## src/rtl/core/rgbla_pkg.sv

```systemverilog
`default_nettype none
// ----------------------------------------------------------------------------
// RGB LED animation step - shared package
// Mode and register codes, the colour type and the colour helper functions.
// ----------------------------------------------------------------------------
package rgbla_pkg;

    localparam int DUTY_W  = 8;
    localparam int COLOR_W = 24;
    localparam int MODE_W  = 3;
    localparam int CFG_IDX_W = 3;

    localparam logic [DUTY_W-1:0] DUTY_MAX = 8'hFF;
    localparam logic [DUTY_W-1:0] WHEEL_THIRD = 8'd85;
    localparam logic [DUTY_W-1:0] WHEEL_TWO_THIRDS = 8'd170;

    typedef enum logic [MODE_W-1:0] {
        MODE_RAINBOW = 3'd0,
        MODE_PARTY   = 3'd1,
        MODE_PULSE   = 3'd2,
        MODE_SOLID   = 3'd3,
        MODE_BLINK   = 3'd4
    } anim_mode_t;

    typedef enum logic [CFG_IDX_W-1:0] {
        REG_ANIM_MODE       = 3'd0,
        REG_BASE_COLOR      = 3'd1,
        REG_DUTY_FLOOR      = 3'd2,
        REG_DUTY_CEILING    = 3'd3,
        REG_PULSE_INCREMENT = 3'd4,
        REG_RED_OFF         = 3'd5
    } cfg_reg_t;

    typedef struct packed {
        logic [DUTY_W-1:0] red;
        logic [DUTY_W-1:0] green;
        logic [DUTY_W-1:0] blue;
    } rgb_t;

    // Three times a wheel offset; the offset is at most 85, so 8 bits hold it.
    function automatic logic [DUTY_W-1:0] triple(input logic [DUTY_W-1:0] q);
        logic [DUTY_W+1:0] t;
        t = {2'b00, q} + {1'b0, q, 1'b0};
        return t[DUTY_W-1:0];
    endfunction

    function automatic rgb_t wheel_color(input logic [DUTY_W-1:0] pos);
        rgb_t c;
        logic [DUTY_W-1:0] q3;
        c = '0;
        if (pos < WHEEL_THIRD) begin
            q3 = triple(pos);
            c.red = q3;
            c.green = DUTY_MAX - q3;
        end
        else if (pos < WHEEL_TWO_THIRDS) begin
            q3 = triple(pos - WHEEL_THIRD);
            c.red = DUTY_MAX - q3;
            c.blue = q3;
        end
        else begin
            q3 = triple(pos - WHEEL_TWO_THIRDS);
            c.green = q3;
            c.blue = DUTY_MAX - q3;
        end
        return c;
    endfunction

    // floor(c * p / 255) as (x + (x >> 8) + 1) >> 8, exact for x up to 255 * 255.
    function automatic logic [DUTY_W-1:0] scale_channel(input logic [DUTY_W-1:0] c,
                                                        input logic [DUTY_W-1:0] p);
        logic [2*DUTY_W-1:0] prod;
        logic [2*DUTY_W:0]   sum;
        prod = c * p;
        sum = {1'b0, prod} + {{(DUTY_W+1){1'b0}}, prod[2*DUTY_W-1:DUTY_W]} + 1'b1;
        return sum[2*DUTY_W-1:DUTY_W];
    endfunction

    // The floor test wins when the floor lies above the ceiling.
    function automatic logic [DUTY_W-1:0] clamp_duty(input logic [DUTY_W-1:0] v,
                                                     input logic [DUTY_W-1:0] lo,
                                                     input logic [DUTY_W-1:0] hi);
        logic [DUTY_W-1:0] r;
        if (v < lo) begin
            r = lo;
        end
        else if (v > hi) begin
            r = hi;
        end
        else begin
            r = v;
        end
        return r;
    endfunction

endpackage
`default_nettype wire

```

## src/rtl/core/rgb_led_animation_step_unit.sv

```systemverilog
`default_nettype none
// ----------------------------------------------------------------------------
// RGB LED animation step unit
// One animation tick per input transaction: mode colour, clamp, change flags.
// ----------------------------------------------------------------------------
//
//  Channel  | Handshake                | Payload
//  ---------+--------------------------+-------------------------------------------
//  input    | in_valid / in_ready      | restart, random_value
//  output   | out_valid / out_ready    | red_duty, green_duty, blue_duty, changed_mask
//  config   | cfg_write_en (no wait)   | cfg_index, cfg_data
//
// A transaction is taken into the input register, and once the result register
// is free the tick is evaluated and written to it, so the result is offered
// from the result register, and one transaction can be taken every cycle
// while the output is not stalled. The result register can only be
// loaded once its previous transaction has been taken, and the input register
// empties only into it, so a stalled output stops the input after at most one
// more transaction. Reset clears both valid flags, the animation phase, the
// ramp direction and the stored duties, and returns the configuration
// registers to their default values.
//
// The stored duties double as the output payload: each result is exactly the
// set of duties the tick leaves behind, so no separate copy is kept.
module rgb_led_animation_step_unit (
    input  wire logic                                clk,
    input  wire logic                                rst_n,
    // input transaction
    input  wire logic                                in_valid,
    output logic                                     in_ready,
    input  wire logic                                restart,
    input  wire logic [rgbla_pkg::DUTY_W-1:0]        random_value,
    // output transaction
    output logic                                     out_valid,
    input  wire logic                                out_ready,
    output logic [rgbla_pkg::DUTY_W-1:0]             red_duty,
    output logic [rgbla_pkg::DUTY_W-1:0]             green_duty,
    output logic [rgbla_pkg::DUTY_W-1:0]             blue_duty,
    output logic [2:0]                               changed_mask,
    // configuration writes
    input  wire logic                                cfg_write_en,
    input  wire logic [rgbla_pkg::CFG_IDX_W-1:0]     cfg_index,
    input  wire logic [rgbla_pkg::COLOR_W-1:0]       cfg_data
);

    localparam int DW = rgbla_pkg::DUTY_W;

    // Configuration registers
    logic [rgbla_pkg::MODE_W-1:0]  anim_mode_reg;
    logic [rgbla_pkg::COLOR_W-1:0] base_color_reg;
    logic [DW-1:0]                 duty_floor_reg;
    logic [DW-1:0]                 duty_ceiling_reg;
    logic [DW-1:0]                 pulse_increment_reg;
    logic                          red_off_reg;

    // Input register
    logic          in_valid_reg;
    logic          restart_reg;
    logic [DW-1:0] random_value_reg;

    // Animation state and result register
    logic [DW-1:0] phase_reg, phase_next;
    logic          ramp_down_reg, ramp_down_next;
    logic [DW-1:0] red_reg, green_reg, blue_reg;
    logic [2:0]    mask_reg, mask_next;
    logic          out_valid_reg;

    rgbla_pkg::rgb_t color, duty, base;
    logic            drive;
    logic [DW-1:0]   phase_start;
    logic            ramp_start;
    logic            out_free;
    logic            advance;

    // The result register is free when empty or being emptied this cycle.
    assign out_free = !out_valid_reg || out_ready;
    assign advance  = in_valid_reg && out_free;
    assign in_ready = !in_valid_reg || advance;

    always_ff @(posedge clk or negedge rst_n)
    begin
        if (!rst_n)
        begin
            anim_mode_reg       <= rgbla_pkg::MODE_RAINBOW;
            base_color_reg      <= {rgbla_pkg::COLOR_W{1'b1}};
            duty_floor_reg      <= '0;
            duty_ceiling_reg    <= rgbla_pkg::DUTY_MAX;
            pulse_increment_reg <= 8'd5;
            red_off_reg         <= 1'b0;
        end
        else if (cfg_write_en)
        begin
            unique case (cfg_index)
                rgbla_pkg::REG_ANIM_MODE:
                    anim_mode_reg <= cfg_data[rgbla_pkg::MODE_W-1:0];
                rgbla_pkg::REG_BASE_COLOR:
                    base_color_reg <= cfg_data;
                rgbla_pkg::REG_DUTY_FLOOR:
                    duty_floor_reg <= cfg_data[DW-1:0];
                rgbla_pkg::REG_DUTY_CEILING:
                    duty_ceiling_reg <= cfg_data[DW-1:0];
                rgbla_pkg::REG_PULSE_INCREMENT:
                    pulse_increment_reg <= cfg_data[DW-1:0];
                rgbla_pkg::REG_RED_OFF:
                    red_off_reg <= cfg_data[0];
                default:
                    ; // writes beyond the register list are ignored
            endcase
        end
    end

    // Input register: holds one tick until the result register can take it.
    always_ff @(posedge clk or negedge rst_n)
    begin
        if (!rst_n)
        begin
            in_valid_reg <= 1'b0;
        end
        else if (in_ready)
        begin
            in_valid_reg <= in_valid;
        end
    end

    always_ff @(posedge clk)
    begin
        if (in_valid && in_ready)
        begin
            restart_reg      <= restart;
            random_value_reg <= random_value;
        end
    end

    // Tick evaluation. A restart clears the phase and turns the ramp up first.
    always_comb
    begin
        phase_start    = restart_reg ? '0 : phase_reg;
        ramp_start     = restart_reg ? 1'b0 : ramp_down_reg;
        phase_next     = phase_start;
        ramp_down_next = ramp_start;
        base           = base_color_reg;
        color          = '0;
        drive          = 1'b1;

        case (anim_mode_reg)
            rgbla_pkg::MODE_RAINBOW:
            begin
                color      = rgbla_pkg::wheel_color(phase_start);
                phase_next = phase_start + 1'b1;
            end
            rgbla_pkg::MODE_PARTY:
            begin
                color = rgbla_pkg::wheel_color(random_value_reg);
            end
            rgbla_pkg::MODE_PULSE:
            begin
                // Move the phase first, saturating at either end of the range and turning there.
                if (!ramp_start)
                begin
                    if (phase_start <= rgbla_pkg::DUTY_MAX - pulse_increment_reg)
                    begin
                        phase_next = phase_start + pulse_increment_reg;
                    end
                    else
                    begin
                        phase_next     = rgbla_pkg::DUTY_MAX;
                        ramp_down_next = 1'b1;
                    end
                end
                else
                begin
                    if (phase_start >= pulse_increment_reg)
                    begin
                        phase_next = phase_start - pulse_increment_reg;
                    end
                    else
                    begin
                        phase_next     = '0;
                        ramp_down_next = 1'b0;
                    end
                end
                color.red   = rgbla_pkg::scale_channel(base.red, phase_next);
                color.green = rgbla_pkg::scale_channel(base.green, phase_next);
                color.blue  = rgbla_pkg::scale_channel(base.blue, phase_next);
            end
            rgbla_pkg::MODE_SOLID:
            begin
                color = base;
            end
            rgbla_pkg::MODE_BLINK:
            begin
                // Colour on the up half, black on the down half.
                if (!ramp_start)
                begin
                    color = base;
                end
                ramp_down_next = !ramp_start;
            end
            default:
            begin
                // Undefined modes drive nothing and keep the previous duties.
                drive = 1'b0;
            end
        endcase

        duty.red   = rgbla_pkg::clamp_duty(color.red, duty_floor_reg, duty_ceiling_reg);
        duty.green = rgbla_pkg::clamp_duty(color.green, duty_floor_reg, duty_ceiling_reg);
        duty.blue  = rgbla_pkg::clamp_duty(color.blue, duty_floor_reg, duty_ceiling_reg);

        mask_next = '0;
        if (drive)
        begin
            mask_next[0] = (duty.red != red_reg) && !red_off_reg;
            mask_next[1] = duty.green != green_reg;
            mask_next[2] = duty.blue != blue_reg;
        end
    end

    always_ff @(posedge clk or negedge rst_n)
    begin
        if (!rst_n)
        begin
            out_valid_reg <= 1'b0;
            phase_reg     <= '0;
            ramp_down_reg <= 1'b0;
            red_reg       <= '0;
            green_reg     <= '0;
            blue_reg      <= '0;
            mask_reg      <= '0;
        end
        else
        begin
            if (out_free)
            begin
                out_valid_reg <= in_valid_reg;
            end
            if (advance)
            begin
                phase_reg     <= phase_next;
                ramp_down_reg <= ramp_down_next;
                mask_reg      <= mask_next;
                if (drive)
                begin
                    red_reg   <= duty.red;
                    green_reg <= duty.green;
                    blue_reg  <= duty.blue;
                end
            end
        end
    end

    assign out_valid    = out_valid_reg;
    assign red_duty     = red_reg;
    assign green_duty   = green_reg;
    assign blue_duty    = blue_reg;
    assign changed_mask = mask_reg;

endmodule
`default_nettype wire

```

## config.mk

```make
export PLATFORM = sky130hd
export DESIGN_NAME = rgb_led_animation_step_unit
export DESIGN_NICKNAME = d
export VERILOG_FILES = /design/src/rtl/core/rgbla_pkg.sv /design/src/rtl/core/rgb_led_animation_step_unit.sv
export SDC_FILE = /design/constraint.sdc
export NUM_CORES = 1
export LEC_CHECK = 0
export BUFFER_PORTS_ARGS = -buffer_cell sky130_fd_sc_hd__buf_2
export CORE_UTILIZATION = 40
export CTS_BUF_LIST = sky130_fd_sc_hd__clkbuf_16
export CTS_CLUSTER_DIAMETER = 40
export DETAILED_ROUTE_END_ITERATION = 8
export SYNTH_ARGS = -nofsm -noshare
export SYNTH_HDL_FRONTEND = slang
export SYNTH_SLANG_ARGS = --single-unit
```

## constraint.sdc

```tcl
create_clock -name clk -period 15.6 [get_ports clk]
set_clock_uncertainty 0.2 [all_clocks]
set_input_delay 1.56 -clock clk [delete_from_list [all_inputs] [get_ports clk]]
set_output_delay 1.56 -clock clk [all_outputs]
set_load 0.01 [all_outputs]
```

==> impl_results.md, run 1 <==
- Commonest non-fill, non-tap cell in the layout: ha_1
- Filler Cell Count: around 4.4k
- Layout cells sized above 1: 10.0%
- Worst path arrival time: about 14 ns
- Slew headroom: around 22%
- Warnings, synthesis: 0
- Most frequent cells in the layout: 239 x ha_1, 214 x inv_1, 179 x nand2_1
- Async set or reset register ratio after synthesis: 90.9%
- Synthesized flop and latch total: 99
- Pin count of the biggest net entering global routing: 68
- Row count: 76
- Clock Tree Buf Depth: 2
- Post-synth cell types: 85
- Drt drc: 0
- Syn Area/Cell: 8.38 µm²
- Post-layout min period: 13.52 ns
- Final Max Tran Viols: 0
- Routed wire length: 56100 µm
- Worst EP required: 15.69 ns
- Crit path kind: flip-flop to flip-flop
- Antenna diode count: 0
- Crit Path Max Fanout: 25
- DR WL/cell: 20.6 µm
- Netlist Area Pre-Place: roughly 18000 µm²
- Fin crit share: a little under 90%
- Num ports: 70
- PostCTS Resize Cnt: 0
- Final setup vio count: 0
- CTS Buf Count: 9
- Layout area overhead: 7.14%
- Setup bufs post-CTS: 0
- Worst-Margin Slew: 1.17 ns
- Hold/Removal Path Class: flip-flop to flip-flop
- Hold Fails Final Rpt: 0
- Vias per inst: 5.73
- Via count: 15.6k
- First DRT Iteration DRCs: 1004
- Die X: ~210 µm
- Initial antenna violation count: 0
- Sequential-to-total area share from yosys stat: about 14%
- Hpwl dp: 44400 µm
- CP Launch Type: flip-flop
- Buffers & Inverters on Critical Path: 4
- CP peak stage delay: 0.84 ns
- Routed Antenna Nets: 0
- Clock Pin Slew Worst Setup and Hold Paths: 0.09 ns
- Max-Cap Viols: 0
- Drt pass-1 iters: 5
- PortBufs: 69
- Post-synthesis cell count: around 2.1k
- Total grt overflow: 0
- Root buffer cell: clkbuf_16
- Largest delay contributor family on the critical path: adder cells
- CTS tree: built
- Peak Freq: 0.0740 GHz
- Prevailing post-synth register cell: dfrtp_1
- Global-route wire length before repair: roughly 89000 µm
- EDFF count, synth: 9
- Layout Nets: approximately 2.5k
- Mapped Nets: 2507
- Die Footprint: ~45000 µm²
- Largest register FFs: 24
- Status: finished, final reports clean
- # H-tree levels: 3
- RSZ-0062 raised after global routing: no
- Number of hold buffers added after CTS: 0
- Vert. Die Dim: 212 µm
- Clock sink total: 99
- RePlAce Congestion: 0.930
- Number of global-route vias before repair: 15.8k
- Initial core utilization: between 40 and 50%
- CP endpoint kind: flip-flop
- TNS Setup: 0 ns
- Core area: 43400 µm²
- Final design utilization: 43.7%
- Critical Path Slowest Stage Cell: nor2b_1
- Total GRT Usage: 25.8%
- Clk Latency, worst-skew pair: 0.40 ns
[synth_stat cells (all sizes together) (48+ instances only)]
cell type  instances  area [µm²]
ha               239        2990
inv              219         822
nand2            179         672
and2             166        1040
o21ai            130         651
a21oi            123         619
fa               114        2280
nor2              98         368
xnor2             87         762
clkbuf            66         248
dfrtp             56        1400
a21o              48         360
[stage by stage]
stage	setup slack, ns	hold slack, ns	cells	area [µm²]
2_1_floorplan	4.23	0.262	2113	17700
3_3_place_gp	2.65	0.292	2705	18600
3_5_place_dp	2.34	0.297	2705	18600
4_1_cts	2.25	0.316	2721	19000
5_1_grt	1.07	0.345	2721	19000
6_report	2.08	0.316	2721	19000
[per-layer routing]
| metal | part of all wire, % | global-route usage [%] | routed length [µm] |
|---|---|---|---|
| met3 | 4.3 | 2.63 | 2420 |
| met5 | 0 | 0 | 0 |
| met4 | 3.6 | 9.65 | 2040 |
| met2 | 46 | 43.1 | 26100 |
| met1 | 46 | 34.4 | 25600 |
[logic make-up after synthesis]
group,synth area share [%]
AO/OA/AOI/OAI,18.6
buffers and inverters,6.53
multiplexers,4.11
AND/OR/NAND/NOR,18.9
XOR/XNOR,7.13
adder cells (fa/ha/maj),30.3
flip-flops,14.5
[cell type report]
| cell class | instances | area [µm²] | share of cell area, % |
|---|---|---|---|
| Timing Repair Buffer | 90 | 505 | 2.67 |
| Sequential cell | 99 | 2560 | 13.5 |
| Multi-Input combinational cell | 1712 | 14000 | 74.0 |
| Clock inverter | 7 | 86.3 | 0.455 |
| Tap cell | 585 | 732 | 3.86 |
| Inverter | 219 | 822 | 4.34 |
| Clock buffer | 9 | 225 | 1.19 |
[worst register-to-register path: cells and delay by family (launching register included)]
family / cells / cell delay [ns]
and+or+nand+nor: 11 / 2.93
muxes: 1 / 0.20
adders and majority gates: 10 / 4.31
AOI/OAI and AO/OA: 17 / 4.10
DFF: 1 / 0.77
xor gates and xnor gates: 2 / 0.32
buffers and inverters: 4 / 0.56
[path summary, 6_finish.rpt]
check | from | to | slack, ns | cells past startpoint
max in group asynchronous | rst_n | duty_floor_reg[2]$_DFFE_PN0P_ | 13.06 | 2
max reg2reg | phase_reg[2]$_DFFE_PN0P_ | changed_mask[1]$_DFFE_PN0P_ | 2.08 | 45
min reg2reg | in_valid_reg$_DFFE_PN0N_ | out_valid$_DFFE_PN0P_ | 0.32 | 1
max | phase_reg[2]$_DFFE_PN0P_ | changed_mask[1]$_DFFE_PN0P_ | 2.08 | 45
min | in_valid_reg$_DFFE_PN0N_ | out_valid$_DFFE_PN0P_ | 0.32 | 1
min in group asynchronous | rst_n | phase_reg[7]$_DFFE_PN0P_ | 0.88 | 1
Power of run 1 is not shown: default switching activity piles up to over one toggle a cycle in this logic, so the estimate is an artifact.
==> inputs of run 2 (changes only) <==
GPL_TIMING_DRIVEN = 0   (was unset)
clock period = 15.1 ns   (was 15.6 ns; I/O delays follow)
==> impl_results.md, run 2 (synthesis gave the netlist of run 1 again) <==
- Peak Freq: 0.0700 GHz
- CTS tree: built
- Commonest non-fill, non-tap cell in the layout: ha_1
- Row count: 76
- RePlAce Congestion: 0.977
- Area occupied by multi-input gates: 14000 µm²
- Status: finished, final reports clean
- Final Max Tran Viols: 0
- CP peak stage delay: 0.60 ns
- Worst EP required: between 15 and 20 ns
- Crit path kind: flip-flop to flip-flop
- Layout Nets: ~2.6k
- TNS Setup: 0 ns
- Root buffer cell: clkbuf_16
- Clock sink total: between 90 and 100
- Num ports: 70
- Die Footprint: approximately 45000 µm²
- PortBufs: 69
- Fin crit share: between 90% and 100%
- Layout area overhead: 8.24%
- Critical Path Slowest Stage Cell: xnor2_1
- Routed wire length: 58200 µm
- Final setup vio count: 0
- Clk Latency, worst-skew pair: 0.41 ns
- Hold/Removal Path Class: flip-flop to flip-flop
- Via count: between 15k and 20k
- Slew headroom: a little under a tenth
- Initial core utilization: 40.8%
- Total GRT Usage: 26.8%
- Max-Cap Viols: 0
- Layout cells sized above 1: 9.04%
- Clock Pin Slew Worst Setup and Hold Paths: approximately 0.080 ns
- RSZ-0062 raised after global routing: no
- Post-DP Area: ~19000 µm²
- CP endpoint kind: flip-flop
- DR WL/cell: ~21 µm
- Pre-CTS setup slack: 0.859 ns
- Largest register FFs: 24
- Vias per inst: 5.71
- Fin area: between 15000 and 20000 µm²
- Most frequent cells in the layout: 239 x ha_1, 214 x inv_1, 179 x nand2_1
- Initial antenna violation count: 2
- Crit Path Max Fanout: 10
- Post-layout min period: 14.28 ns
- First DRT Iteration DRCs: 1083
- Pin count of the biggest net entering global routing: 60
- Routed Antenna Nets: 0
- Die X: 212 µm
- Worst-Margin Slew: 1.34 ns
- CTS Buf Count: 9
- Register Area: 2560 µm²
- Number of global-route vias before repair: 15.9k
- Drt pass-1 iters: 7
- Filler Cell Count: approximately 4.4k
- Worst path arrival time: between 10 and 15 ns
- Final setup margin: 0.823 ns
- Vert. Die Dim: 212 µm
- CP Launch Type: flip-flop
- Final design utilization: 44.2%
- Global-route wire length before repair: 91400 µm
- Total grt overflow: 0
- Hold Fails Final Rpt: 0
- # H-tree levels: 3
- Clock Tree Buf Depth: 2
- Drt drc: 0
- Core area: 43400 µm²
- Hpwl dp: 47100 µm
run 2: cell type report:
class                   count  share of cell area, %
clock inverters             7                  0.464
well taps                 585                   3.82
clock buffers               9                   1.18
inverters                 219                   4.29
diodes                      1                 0.0131
multi-input cells        1712                   73.0
flip-flops and latches     99                   13.4
repair buffers             73                   2.08
plain buffers              83                   1.74
run 2: final timing paths:
path / startpoint / depth (start not counted) / to / slack [ns]
setup reg to reg: restart_reg$_DFFE_PP_ / 47 / changed_mask[1]$_DFFE_PN0P_ / 0.82
setup / recovery: restart_reg$_DFFE_PP_ / 47 / changed_mask[1]$_DFFE_PN0P_ / 0.82
max in group asynchronous: rst_n / 2 / base[7]$_DFFE_PN1P_ / 13.07
min in group asynchronous: rst_n / 1 / phase_reg[0]$_DFFE_PN0P_ / 0.88
hold / removal: red_off_reg$_DFFE_PN0P_ / 1 / red_off_reg$_DFFE_PN0P_ / 0.32
hold reg to reg: red_off_reg$_DFFE_PN0P_ / 1 / red_off_reg$_DFFE_PN0P_ / 0.32
run 2: repair_timing:
item                                   4_1_cts  5_1_grt
endpoints found under the hold margin        0        0
hold buffers                                 0        0
setup endpoints to repair                    0        1
buffers inserted                             0        1
gates resized for setup                      0        3
run 2: metrics by stage:
| step | hold WS [ns] | cells |
|---|---|---|
| after floorplan | 0.262 | 2113 |
| after global placement | 0.293 | 2767 |
| after detailed placement | 0.301 | 2770 |
| after CTS | 0.321 | 2786 |
| after global routing | 0.337 | 2787 |
| final | 0.323 | 2788 |
run 2: routing by layer:
| metal | track usage, % | part of all wire (%) |
|---|---|---|
| met5 | 0 | 0 |
| met4 | 10.5 | 3.8 |
| met3 | 3.38 | 4.9 |
| met2 | 44.4 | 46 |
| met1 | 35.4 | 45 |
run 2: worst max-delay path, delay by kind of cell (launching register included):
| kind | cells | cell delay (ns) |
|---|---|---|
| simple gates | 10 | 2.22 |
| buf+inv | 6 | 1.51 |
| fa+ha+maj | 11 | 4.66 |
| compound gates | 16 | 3.48 |
| mux | 2 | 0.66 |
| flops | 1 | 0.58 |
| xor+xnor | 2 | 0.78 |
Power of run 2 is left out for the same reason.
